`src/rtl/core/rrts_pkg.sv`:
```
package rrts_pkg;

  localparam int MAX_SLOTS_DEF   = 16;
  localparam int STACK_BYTES_DEF = 4096;
  localparam logic [7:0] SLICE_RESET = 8'd10;

  // Request codes.
  localparam logic [2:0] REQ_TICK     = 3'd0;
  localparam logic [2:0] REQ_YIELD    = 3'd1;
  localparam logic [2:0] REQ_KILL     = 3'd2;
  localparam logic [2:0] REQ_CREATE   = 3'd3;
  localparam logic [2:0] REQ_START    = 3'd4;
  localparam logic [2:0] REQ_SET_PRIO = 3'd5;

  // Status codes.
  localparam logic [2:0] STS_OK          = 3'd0;
  localparam logic [2:0] STS_FULL        = 3'd1;
  localparam logic [2:0] STS_NONE        = 3'd2;
  localparam logic [2:0] STS_PRIO        = 3'd3;
  localparam logic [2:0] STS_NOT_STARTED = 3'd4;

  // Thread states.
  localparam logic [2:0] TS_FREE    = 3'd0;
  localparam logic [2:0] TS_READY   = 3'd1;
  localparam logic [2:0] TS_RUNNING = 3'd2;
  localparam logic [2:0] TS_WAIT    = 3'd3;
  localparam logic [2:0] TS_ZOMBIE  = 3'd4;

  typedef struct packed {
    logic [2:0]        req_type;
    logic [31:0]       current_sp;
    logic [31:0]       stack_base;
    logic signed [7:0] new_priority;
  } sched_req_t;

  typedef struct packed {
    logic [31:0] resume_sp;
    logic [3:0]  running_slot;
    logic [3:0]  created_slot;
    logic        switched;
    logic [2:0]  status_code;
  } sched_rsp_t;

  typedef struct packed {
    logic        present;
    logic [2:0]  status;
    logic [31:0] saved_sp;
    logic [31:0] base_sp;
    logic [31:0] cpu_ticks;
    logic [7:0]  quantum;
    logic [7:0]  prio;
  } slot_rec_t;

  // Time slice of a thread: base slice plus signed priority, clamped to 0..255.
  function automatic logic [7:0] quantum_for(input logic [7:0] slice, input logic [7:0] prio);
    logic signed [9:0] sum;
    sum = $signed({2'b00, slice}) + $signed({{2{prio[7]}}, prio});
    if (sum < 0) begin
      return 8'd0;
    end else if (sum > 10'sd255) begin
      return 8'hFF;
    end else begin
      return sum[7:0];
    end
  endfunction

  // A priority must lie strictly between minus and plus the base slice.
  function automatic logic prio_ok(input logic [7:0] slice, input logic [7:0] prio);
    logic signed [9:0] s;
    logic signed [9:0] p;
    s = $signed({2'b00, slice});
    p = $signed({{2{prio[7]}}, prio});
    return (p > -s) && (p < s);
  endfunction

endpackage

```
`src/rtl/core/rrts_slot_mem.sv`:
```
module rrts_slot_mem
  import rrts_pkg::*;
#(
  parameter int DEPTH  = MAX_SLOTS_DEF,
  parameter int ADDR_W = $clog2(MAX_SLOTS_DEF)
) (
  input  logic              clk,
  input  logic              wr_en,
  input  logic [ADDR_W-1:0] wr_addr,
  input  slot_rec_t         wr_data,
  input  logic [ADDR_W-1:0] rd_addr,
  output slot_rec_t         rd_data
);

  slot_rec_t mem [DEPTH];

  always_ff @(posedge clk) begin
    if (wr_en) begin
      mem[wr_addr] <= wr_data;
    end
  end

  // A read of the entry being written returns the new record.
  always_ff @(posedge clk) begin
    if (wr_en && (wr_addr == rd_addr)) begin
      rd_data <= wr_data;
    end else begin
      rd_data <= mem[rd_addr];
    end
  end

endmodule

```
`src/rtl/core/rrts_ctrl.sv`:
```
module rrts_ctrl
  import rrts_pkg::*;
#(
  parameter int MAX_SLOTS   = MAX_SLOTS_DEF,
  parameter int STACK_BYTES = STACK_BYTES_DEF,
  localparam int SLOT_W     = $clog2(MAX_SLOTS),
  localparam int CNT_W      = $clog2(MAX_SLOTS + 1)
) (
  input  logic              clk,
  input  logic              rst,
  input  logic              req_valid,
  input  sched_req_t        req,
  output logic              req_stall,
  input  logic [7:0]        slice_ticks,
  output logic              res_valid,
  input  logic              res_take,
  output sched_rsp_t        res,
  output logic              wr_en,
  output logic [SLOT_W-1:0] wr_addr,
  output slot_rec_t         wr_data,
  output logic [SLOT_W-1:0] rd_addr,
  input  slot_rec_t         rd_data
);

  localparam logic [31:0] STACK_OFS = 32'(STACK_BYTES - 60);
  localparam logic [CNT_W-1:0] SLOT_CNT = CNT_W'(MAX_SLOTS);

  typedef enum logic [3:0] {
    S_IDLE = 4'b0001,
    S_EXEC = 4'b0010,
    S_SCAN = 4'b0100,
    S_DONE = 4'b1000
  } state_t;

  state_t            state;
  sched_req_t        req_q;
  logic [SLOT_W-1:0] cur;
  logic [CNT_W-1:0]  tc;
  logic              running;
  logic [SLOT_W-1:0] scan_idx;
  logic [CNT_W-1:0]  remain;

  slot_rec_t mod_rec;
  slot_rec_t tick_rec;
  slot_rec_t sw_rec;
  slot_rec_t new_rec;
  slot_rec_t start_rec;
  slot_rec_t prio_rec;
  slot_rec_t run_rec;
  logic      is_sched;
  logic      quant_nz;
  logic      table_full;
  logic      start_ok;
  logic      prio_fits;
  logic      candidate;
  logic      create_go;
  logic      start_go;
  logic      scan_go;
  logic [2:0] exec_status;

  // Slots are handed out in order and never reused, so the allocated slots are
  // always 0 .. tc-1 and the search wraps at the fill count.
  function automatic logic [SLOT_W-1:0] next_slot(input logic [SLOT_W-1:0] s);
    logic [CNT_W-1:0] n;
    n = CNT_W'(s) + CNT_W'(1);
    return (n == tc) ? '0 : n[SLOT_W-1:0];
  endfunction

  assign req_stall = (state != S_IDLE);
  assign res_valid = (state == S_DONE);

  always_comb begin
    is_sched   = (req_q.req_type == REQ_TICK) || (req_q.req_type == REQ_YIELD) ||
                 (req_q.req_type == REQ_KILL);
    table_full = (tc >= SLOT_CNT);
    start_ok   = (tc != '0) && rd_data.present;
    prio_fits  = prio_ok(slice_ticks, req_q.new_priority);
    candidate  = rd_data.present &&
                 ((rd_data.status == TS_READY) || (rd_data.status == TS_WAIT));

    mod_rec = rd_data;
    if (req_q.req_type == REQ_KILL) begin
      mod_rec.status  = TS_ZOMBIE;
      mod_rec.present = 1'b0;
      mod_rec.quantum = 8'd0;
    end else if (req_q.req_type == REQ_YIELD) begin
      mod_rec.quantum = 8'd0;
    end
    quant_nz = (mod_rec.quantum != 8'd0);

    create_go = (req_q.req_type == REQ_CREATE) && !table_full;
    start_go  = (req_q.req_type == REQ_START) && start_ok;
    scan_go   = is_sched && running && !quant_nz && (tc != '0);

    exec_status = STS_OK;
    if (is_sched) begin
      if (!running) begin
        exec_status = STS_NOT_STARTED;
      end else if (!quant_nz && (tc == '0)) begin
        exec_status = STS_NONE;
      end
    end else if (req_q.req_type == REQ_CREATE) begin
      if (table_full) begin
        exec_status = STS_FULL;
      end
    end else if (req_q.req_type == REQ_START) begin
      if (!start_ok) begin
        exec_status = STS_NOT_STARTED;
      end
    end else if (req_q.req_type == REQ_SET_PRIO) begin
      if (!running) begin
        exec_status = STS_NOT_STARTED;
      end else if (!prio_fits) begin
        exec_status = STS_PRIO;
      end
    end

    tick_rec           = mod_rec;
    tick_rec.cpu_ticks = mod_rec.cpu_ticks + 32'd1;
    tick_rec.quantum   = mod_rec.quantum - 8'd1;

    // Leaving thread: a zombie is released, anything else is parked waiting.
    sw_rec = mod_rec;
    if (mod_rec.status == TS_ZOMBIE) begin
      sw_rec.saved_sp = mod_rec.base_sp;
      sw_rec.status   = TS_FREE;
    end else begin
      sw_rec.cpu_ticks = mod_rec.cpu_ticks + 32'd1;
      sw_rec.saved_sp  = req_q.current_sp;
      sw_rec.status    = TS_WAIT;
    end

    new_rec.present   = 1'b1;
    new_rec.status    = TS_READY;
    new_rec.saved_sp  = req_q.stack_base + STACK_OFS;
    new_rec.base_sp   = req_q.stack_base;
    new_rec.cpu_ticks = 32'd0;
    new_rec.quantum   = 8'd0;
    new_rec.prio      = 8'd0;

    start_rec           = rd_data;
    start_rec.cpu_ticks = 32'd0;
    start_rec.quantum   = 8'd0;

    prio_rec      = rd_data;
    prio_rec.prio = req_q.new_priority;

    run_rec         = rd_data;
    run_rec.quantum = quantum_for(slice_ticks, rd_data.prio);
    run_rec.status  = TS_RUNNING;

    wr_en   = 1'b0;
    wr_addr = cur;
    wr_data = rd_data;
    rd_addr = cur;

    unique case (state)
      S_IDLE: begin
        rd_addr = (req.req_type == REQ_START) ? '0 : cur;
      end
      S_EXEC: begin
        rd_addr = next_slot(cur);
        if (is_sched && running) begin
          wr_en   = 1'b1;
          wr_data = quant_nz ? tick_rec : sw_rec;
        end else if ((req_q.req_type == REQ_CREATE) && !table_full) begin
          wr_en   = 1'b1;
          wr_addr = tc[SLOT_W-1:0];
          wr_data = new_rec;
        end else if ((req_q.req_type == REQ_START) && start_ok) begin
          wr_en   = 1'b1;
          wr_addr = '0;
          wr_data = start_rec;
        end else if ((req_q.req_type == REQ_SET_PRIO) && running && prio_fits) begin
          wr_en   = 1'b1;
          wr_data = prio_rec;
        end
      end
      S_SCAN: begin
        rd_addr = next_slot(scan_idx);
        if (candidate) begin
          wr_en   = 1'b1;
          wr_addr = scan_idx;
          wr_data = run_rec;
        end
      end
      default: begin
      end
    endcase
  end

  always_ff @(posedge clk) begin
    if (rst) begin
      state   <= S_IDLE;
      tc      <= '0;
      cur     <= '0;
      running <= 1'b0;
    end else begin
      unique case (state)
        S_IDLE: begin
          if (req_valid) begin
            req_q <= req;
            state <= S_EXEC;
          end
        end
        S_EXEC: begin
          res.resume_sp    <= req_q.current_sp;
          res.running_slot <= start_go ? 4'd0 : 4'(cur);
          res.created_slot <= create_go ? 4'(tc) : 4'd0;
          res.switched     <= 1'b0;
          res.status_code  <= exec_status;
          state            <= scan_go ? S_SCAN : S_DONE;
          if (scan_go) begin
            scan_idx <= next_slot(cur);
            remain   <= tc;
          end
          if (create_go) begin
            tc <= tc + CNT_W'(1);
          end
          if (start_go) begin
            cur     <= '0;
            running <= 1'b1;
          end
        end
        S_SCAN: begin
          if (candidate) begin
            cur              <= scan_idx;
            res.resume_sp    <= rd_data.saved_sp;
            res.running_slot <= 4'(scan_idx);
            res.switched     <= 1'b1;
            state            <= S_DONE;
          end else if (remain == CNT_W'(1)) begin
            res.status_code <= STS_NONE;
            state           <= S_DONE;
          end else begin
            scan_idx <= next_slot(scan_idx);
            remain   <= remain - CNT_W'(1);
          end
        end
        S_DONE: begin
          if (res_take) begin
            state <= S_IDLE;
          end
        end
        default: begin
          state <= S_IDLE;
        end
      endcase
    end
  end

  a_cur_live: assert property (@(posedge clk) disable iff (rst)
    running |-> (CNT_W'(cur) < tc))
    else $error("running slot lies beyond the allocated slots");

  a_count_bound: assert property (@(posedge clk) disable iff (rst)
    tc <= SLOT_CNT)
    else $error("thread count exceeds the table size");

  a_scan_range: assert property (@(posedge clk) disable iff (rst)
    (state == S_SCAN) |-> ((remain != '0) && (remain <= tc) && (CNT_W'(scan_idx) < tc)))
    else $error("slot search outside the allocated slots");

  a_write_range: assert property (@(posedge clk) disable iff (rst)
    wr_en |-> (CNT_W'(wr_addr) <= tc))
    else $error("slot table written beyond the next free slot");

endmodule

```
`src/rtl/core/round_robin_timeslice_scheduler_core.sv`:
```
// An accepted request passes the controller's execute and done states, and rsp_valid rises when
// the result enters the response register; a switch adds a search that walks k slots (k from 1 to
// the number of created threads). The controller holds one request at a time and stalls the next
// until the result is taken; the slot search reads one entry of the slot table memory per cycle.
// Reset (synchronous) empties the table, stops the scheduler and sets slice_ticks to 10.
module round_robin_timeslice_scheduler_core
  import rrts_pkg::*;
#(
  parameter int MAX_SLOTS   = MAX_SLOTS_DEF,
  parameter int STACK_BYTES = STACK_BYTES_DEF
) (
  input  logic       clk,
  input  logic       rst,
  input  logic       cfg_wr_en,
  input  logic [7:0] cfg_wr_data,
  input  logic       req_valid,
  output logic       req_stall,
  input  sched_req_t req,
  output logic       rsp_valid,
  input  logic       rsp_stall,
  output sched_rsp_t rsp
);

  localparam int SLOT_W = $clog2(MAX_SLOTS);

  logic [7:0]        slice_ticks;
  logic              res_valid;
  logic              res_take;
  sched_rsp_t        res;
  logic              wr_en;
  logic [SLOT_W-1:0] wr_addr;
  slot_rec_t         wr_data;
  logic [SLOT_W-1:0] rd_addr;
  slot_rec_t         rd_data;

  always_ff @(posedge clk) begin
    if (rst) begin
      slice_ticks <= SLICE_RESET;
    end else if (cfg_wr_en) begin
      slice_ticks <= cfg_wr_data;
    end
  end

  // The response register frees the controller to take the next request
  // while the previous response still waits.
  assign res_take = res_valid && (!rsp_valid || !rsp_stall);

  always_ff @(posedge clk) begin
    if (rst) begin
      rsp_valid <= 1'b0;
    end else if (res_take) begin
      rsp_valid <= 1'b1;
    end else if (!rsp_stall) begin
      rsp_valid <= 1'b0;
    end
  end

  always_ff @(posedge clk) begin
    if (res_take) begin
      rsp <= res;
    end
  end

  rrts_ctrl #(
    .MAX_SLOTS   (MAX_SLOTS),
    .STACK_BYTES (STACK_BYTES)
  ) u_ctrl (
    .clk         (clk),
    .rst         (rst),
    .req_valid   (req_valid),
    .req         (req),
    .req_stall   (req_stall),
    .slice_ticks (slice_ticks),
    .res_valid   (res_valid),
    .res_take    (res_take),
    .res         (res),
    .wr_en       (wr_en),
    .wr_addr     (wr_addr),
    .wr_data     (wr_data),
    .rd_addr     (rd_addr),
    .rd_data     (rd_data)
  );

  rrts_slot_mem #(
    .DEPTH  (MAX_SLOTS),
    .ADDR_W (SLOT_W)
  ) u_slot_mem (
    .clk     (clk),
    .wr_en   (wr_en),
    .wr_addr (wr_addr),
    .wr_data (wr_data),
    .rd_addr (rd_addr),
    .rd_data (rd_data)
  );

endmodule
```
`config.mk`:
```
export PLATFORM = sky130hd
export DESIGN_NAME = round_robin_timeslice_scheduler_core
export DESIGN_NICKNAME = d
export VERILOG_FILES = /design/src/rtl/core/rrts_pkg.sv /design/src/rtl/core/rrts_slot_mem.sv /design/src/rtl/core/rrts_ctrl.sv /design/src/rtl/core/round_robin_timeslice_scheduler_core.sv
export SDC_FILE = /design/constraint.sdc
export NUM_CORES = 1
export LEC_CHECK = 0
export BUFFER_PORTS_ARGS = -buffer_cell sky130_fd_sc_hd__buf_2
export CAP_MARGIN = 30
export CORE_MARGIN = 2
export CORE_UTILIZATION = 35
export CTS_CLUSTER_SIZE = 24
export DETAILED_ROUTE_END_ITERATION = 6
export PLACE_DENSITY = 0.5
export SLEW_MARGIN = 5
export SYNTH_ARGS = -nofsm -noshare
export SYNTH_HDL_FRONTEND = slang
export SYNTH_SLANG_ARGS = --single-unit
```
`constraint.sdc`:
```
create_clock -name clk -period 19.44 [get_ports clk]
set_clock_uncertainty 0.15 [all_clocks]
set_input_delay 0.972 -clock clk [delete_from_list [all_inputs] [get_ports clk]]
set_output_delay 0.972 -clock clk [all_outputs]
set_load 0.01 [all_outputs]
```
==> summary.md <==
| Metric | Value |
|---|---|
| Count of pins over their slew limit | 0 |
| Count of unique library cells instantiated by Yosys | 76 |
| Die boundary height | around 420 um |
| IR Drop Worst-Case VDD | between 0.09 and 0.1 mV |
| Post-synthesis sequential element count | 1543 |
| Vias in the first global route | 31117 |
| Number of antenna violations at the first check in global routing | 2 |
| Max frequency | ~140 MHz |
| Post-Syn Nets | around 3100 |
| Area of all sequential standard cells | 46100 um2 |
| Async set-or-reset flop fraction in the synthesized netlist | 0 |
| Post-detailed-route wirelength per cell | about 29 um |
| Unrepaired setup endpoints after global routing | false |
| Number of cells upsized or downsized after cts | 0 |
| Detail Route Antenna Nets | 0 |
| Relative area change from synthesis to final layout | 15.3% |
| Main synth FF type | sky130_fd_sc_hd__edfxtp_1 |
| Period Utilization, post-route | 0.360 |
| Final HPWL DP | ~99000 um |
| Final cell utilization of the core | 0.407 |
| Cell with the most instances after synthesis | sky130_fd_sc_hd__edfxtp_1 |
| TritonCTS clock tree | yes |
| CP endpoint kind | register |
| Average cell area after synthesis | 20.4 um2 |
| Number of inserted filler cells in the final layout | 15603 |
| Number of detailed-route iterations in the first pass | 5 |
| Residual DRC count | 0 |
| Slew margin rel. | 0.307 |
| Share of layout cells above drive strength 1 | 0.276 |
| Clock-pin slew reported for the worst setup and hold paths after clock tree synthesis | approximately 0.060 ns |
| Worst Path Arrival | approximately 7.3 ns |
| Initial Utilization | 0.352 |
| Count of final setup violators | 0 |
| Core Footprint | 174000 um2 |
| Sequential cell area fraction in the yosys report | 0.752 |
| Floorplan die width | approximately 420 um |
| Clock Sink Count | approximately 1500 |
| Static Leakage | 21.9 nW |
| Pwr Density | 98.7 nW/um2 |
| Count of input and output buffers | around 130 |
| Total wire length | roughly 170000 um |
| Weighted congestion reported at the end of routability-driven placement | between 0.7 and 0.8 |
| First-pass GRT wire length | roughly 240000 um |
| Nets | about 3400 |
| Leading post-synthesis cells by cell area | sky130_fd_sc_hd__edfxtp_1, sky130_fd_sc_hd__mux4_2, sky130_fd_sc_hd__nand2_1 |
| Yosys Warn Count | 0 |
| Transition time of the tightest slew-check pin | 1.03 ns |
| Number of synthesized flops with an enable pin | 1516 |
| Number of core rows | 153 |
| Overall die area | roughly 180000 um2 |
| Post-synth top cells | sky130_fd_sc_hd__edfxtp_1, sky130_fd_sc_hd__mux4_2, sky130_fd_sc_hd__nand2_1 |
| Fin. Hold Viols | 0 |
| Via density per instance | ~5.3 |
| Max cap viols | 0 |
| Time the final worst path needs with I/O delays and setup | 7.01 ns |
| Number of vias in the routed layout | a little over 30000 |
| Critical path data required time | 19.70 ns |
| Area share of the largest cell type after synthesis | 0.743 |
| Setup Total Neg Slack | 0 ns |
| Total routing resource utilization after global routing | 0.186 |
| Maximum net fanout on the critical path | ~130 |
| Area occupied by multi-input gates | approximately 15000 um2 |
| Longest Clk Path Bufs | 3 |
| CP Launch Type | register |
| Clock insertion delay at the later pin of the skew report | 0.81 ns |
| Number of buffers created by CTS | 165 |
| Post-CTS Repair Setup Buffers | 0 |
| Count of hold-fix buffers inserted at cts | 0 |
| Pin count of the biggest net entering global routing | 130 |
| Worst hold path type | in -> reg |
| GRT overflow | 0 |
| Number of cells produced by synthesis | 3000 |
| # IOs | 134 |
| Cell type with the largest total area after synthesis | sky130_fd_sc_hd__edfxtp_1 |
| Number of H-tree levels | 4 |
| Post-synthesis instance area | between 60000 and 70000 um2 |
| Worst Path Class, Setup | reg -> reg |
| Cell at the root of the clock tree | sky130_fd_sc_hd__clkbuf_16 |
| Starting DRT DRC Count | 3220 |
| Outcome | finished clean |
-- logic make-up after synthesis --
kind of cell / after synthesis / share of synthesized area
compound gates: 225 / 0.0280
xor+xnor: 56 / 0.00801
fa+ha+maj: 35 / 0.00727
buf+inv: 177 / 0.0133
flops: 1543 / 0.752
mux: 431 / 0.153
simple gates: 533 / 0.0381
-- area by class of cell --
class / instances / area share
antenna: 1 / 0.0000354
clock buffer: 212 / 0.0618
clock inverter: 93 / 0.0128
inverter: 28 / 0.00149
multi-input combinational: 1280 / 0.206
sequential: 1543 / 0.652
tap: 2325 / 0.0412
timing repair buffer: 248 / 0.0246
-- final timing paths --
check | cells past startpoint | endpoint | slack, ns | startpoint
max | 12 | u_slot_mem.mem[4][50] | 12.43 | register
min | 1 | u_ctrl.req_q[55] | 0.19 | req[55]
max reg2reg | 12 | u_slot_mem.mem[4][50] | 12.43 | register
min reg2reg | 0 | rsp[20] | 0.27 | u_ctrl.res[20]
-- power by group --
part           leakage, nW  total [mW]  internal (mW)  switching (mW)
registers             13.8        3.68           3.66          0.0278
logic                 5.53       0.215         0.0833           0.131
clock network         2.56        3.08           1.77            1.31
total                 21.9        6.98           5.51            1.47
-- metrics by stage --
step           setup slack, ns  power [mW]  std cells  area (um2)  hold WS, ns
2_1_floorplan            12.04        3.88       3000       61300        0.250
3_3_place_gp             12.16        3.97       5404       65100        0.253
3_5_place_dp             12.26        3.97       5420       65400        0.256
4_1_cts                  12.22        7.06       5725       70600        0.117
5_1_grt                  11.93        7.20       5729       70700        0.140
6_report                 12.43        6.98       5730       70700        0.186
-- sequential cells by signal (all words and copies together), names as in the netlist, named ones only --
name,count
u_ctrl.running,1
u_ctrl.cur,4
u_ctrl.tc,5
u_ctrl.prio_rec,8
rsp_valid,1
slice_ticks,8
u_ctrl.new_rec,32
u_ctrl.state,4
u_ctrl.remain,5
u_slot_mem.mem,1344
u_ctrl.res,44
rsp,44
u_ctrl.scan_idx,4
u_ctrl.req_q,35
-- critical path, cell delays in order, from the launching register on --
cell	delay [ns]
sky130_fd_sc_hd__dfxtp_4	0.74
sky130_fd_sc_hd__buf_12	0.59
sky130_fd_sc_hd__buf_12	0.69
sky130_fd_sc_hd__mux4_2	0.42
sky130_fd_sc_hd__a22oi_1	0.20
sky130_fd_sc_hd__nand2_1	0.27
sky130_fd_sc_hd__nor4_4	0.25
sky130_fd_sc_hd__o21ai_2	0.11
sky130_fd_sc_hd__a222oi_1	0.44
sky130_fd_sc_hd__nand3_1	0.45
sky130_fd_sc_hd__nor2_4	0.71
sky130_fd_sc_hd__buf_4	0.62
sky130_fd_sc_hd__buf_4	0.78
-- routing by layer --
metal | wire length [um] | up-vias | GRT usage
met1 | 72800 | 16501 | 0.261
met4 | 2960 | 0 | 0.0426
li1 | - | 12924 | -
met3 | 9350 | 185 | 0.0320
met2 | 81400 | 921 | 0.302
met5 | 0 | - | 0
-- cell usage in the layout, fill, tap and decap left out, drive strengths merged, types with 11 or more instances in the layout --
cell	instances
nand3	22
inv	39
ha	34
a31oi	11
a22oi	16
xor2	26
a21oi	46
nand2b	12
mux2i	25
clkinv	66
and2	11
xnor2	30
bufinv	13
a211oi	13
o21ai	31
nor2	115
nand2	291
dfxtp	27
nor3	13
nand4	11
a221oi	22
edfxtp	1516
buf	248
clkbuf	212
a22o	13
mux4	406
(Power assumes the default switching activity.)
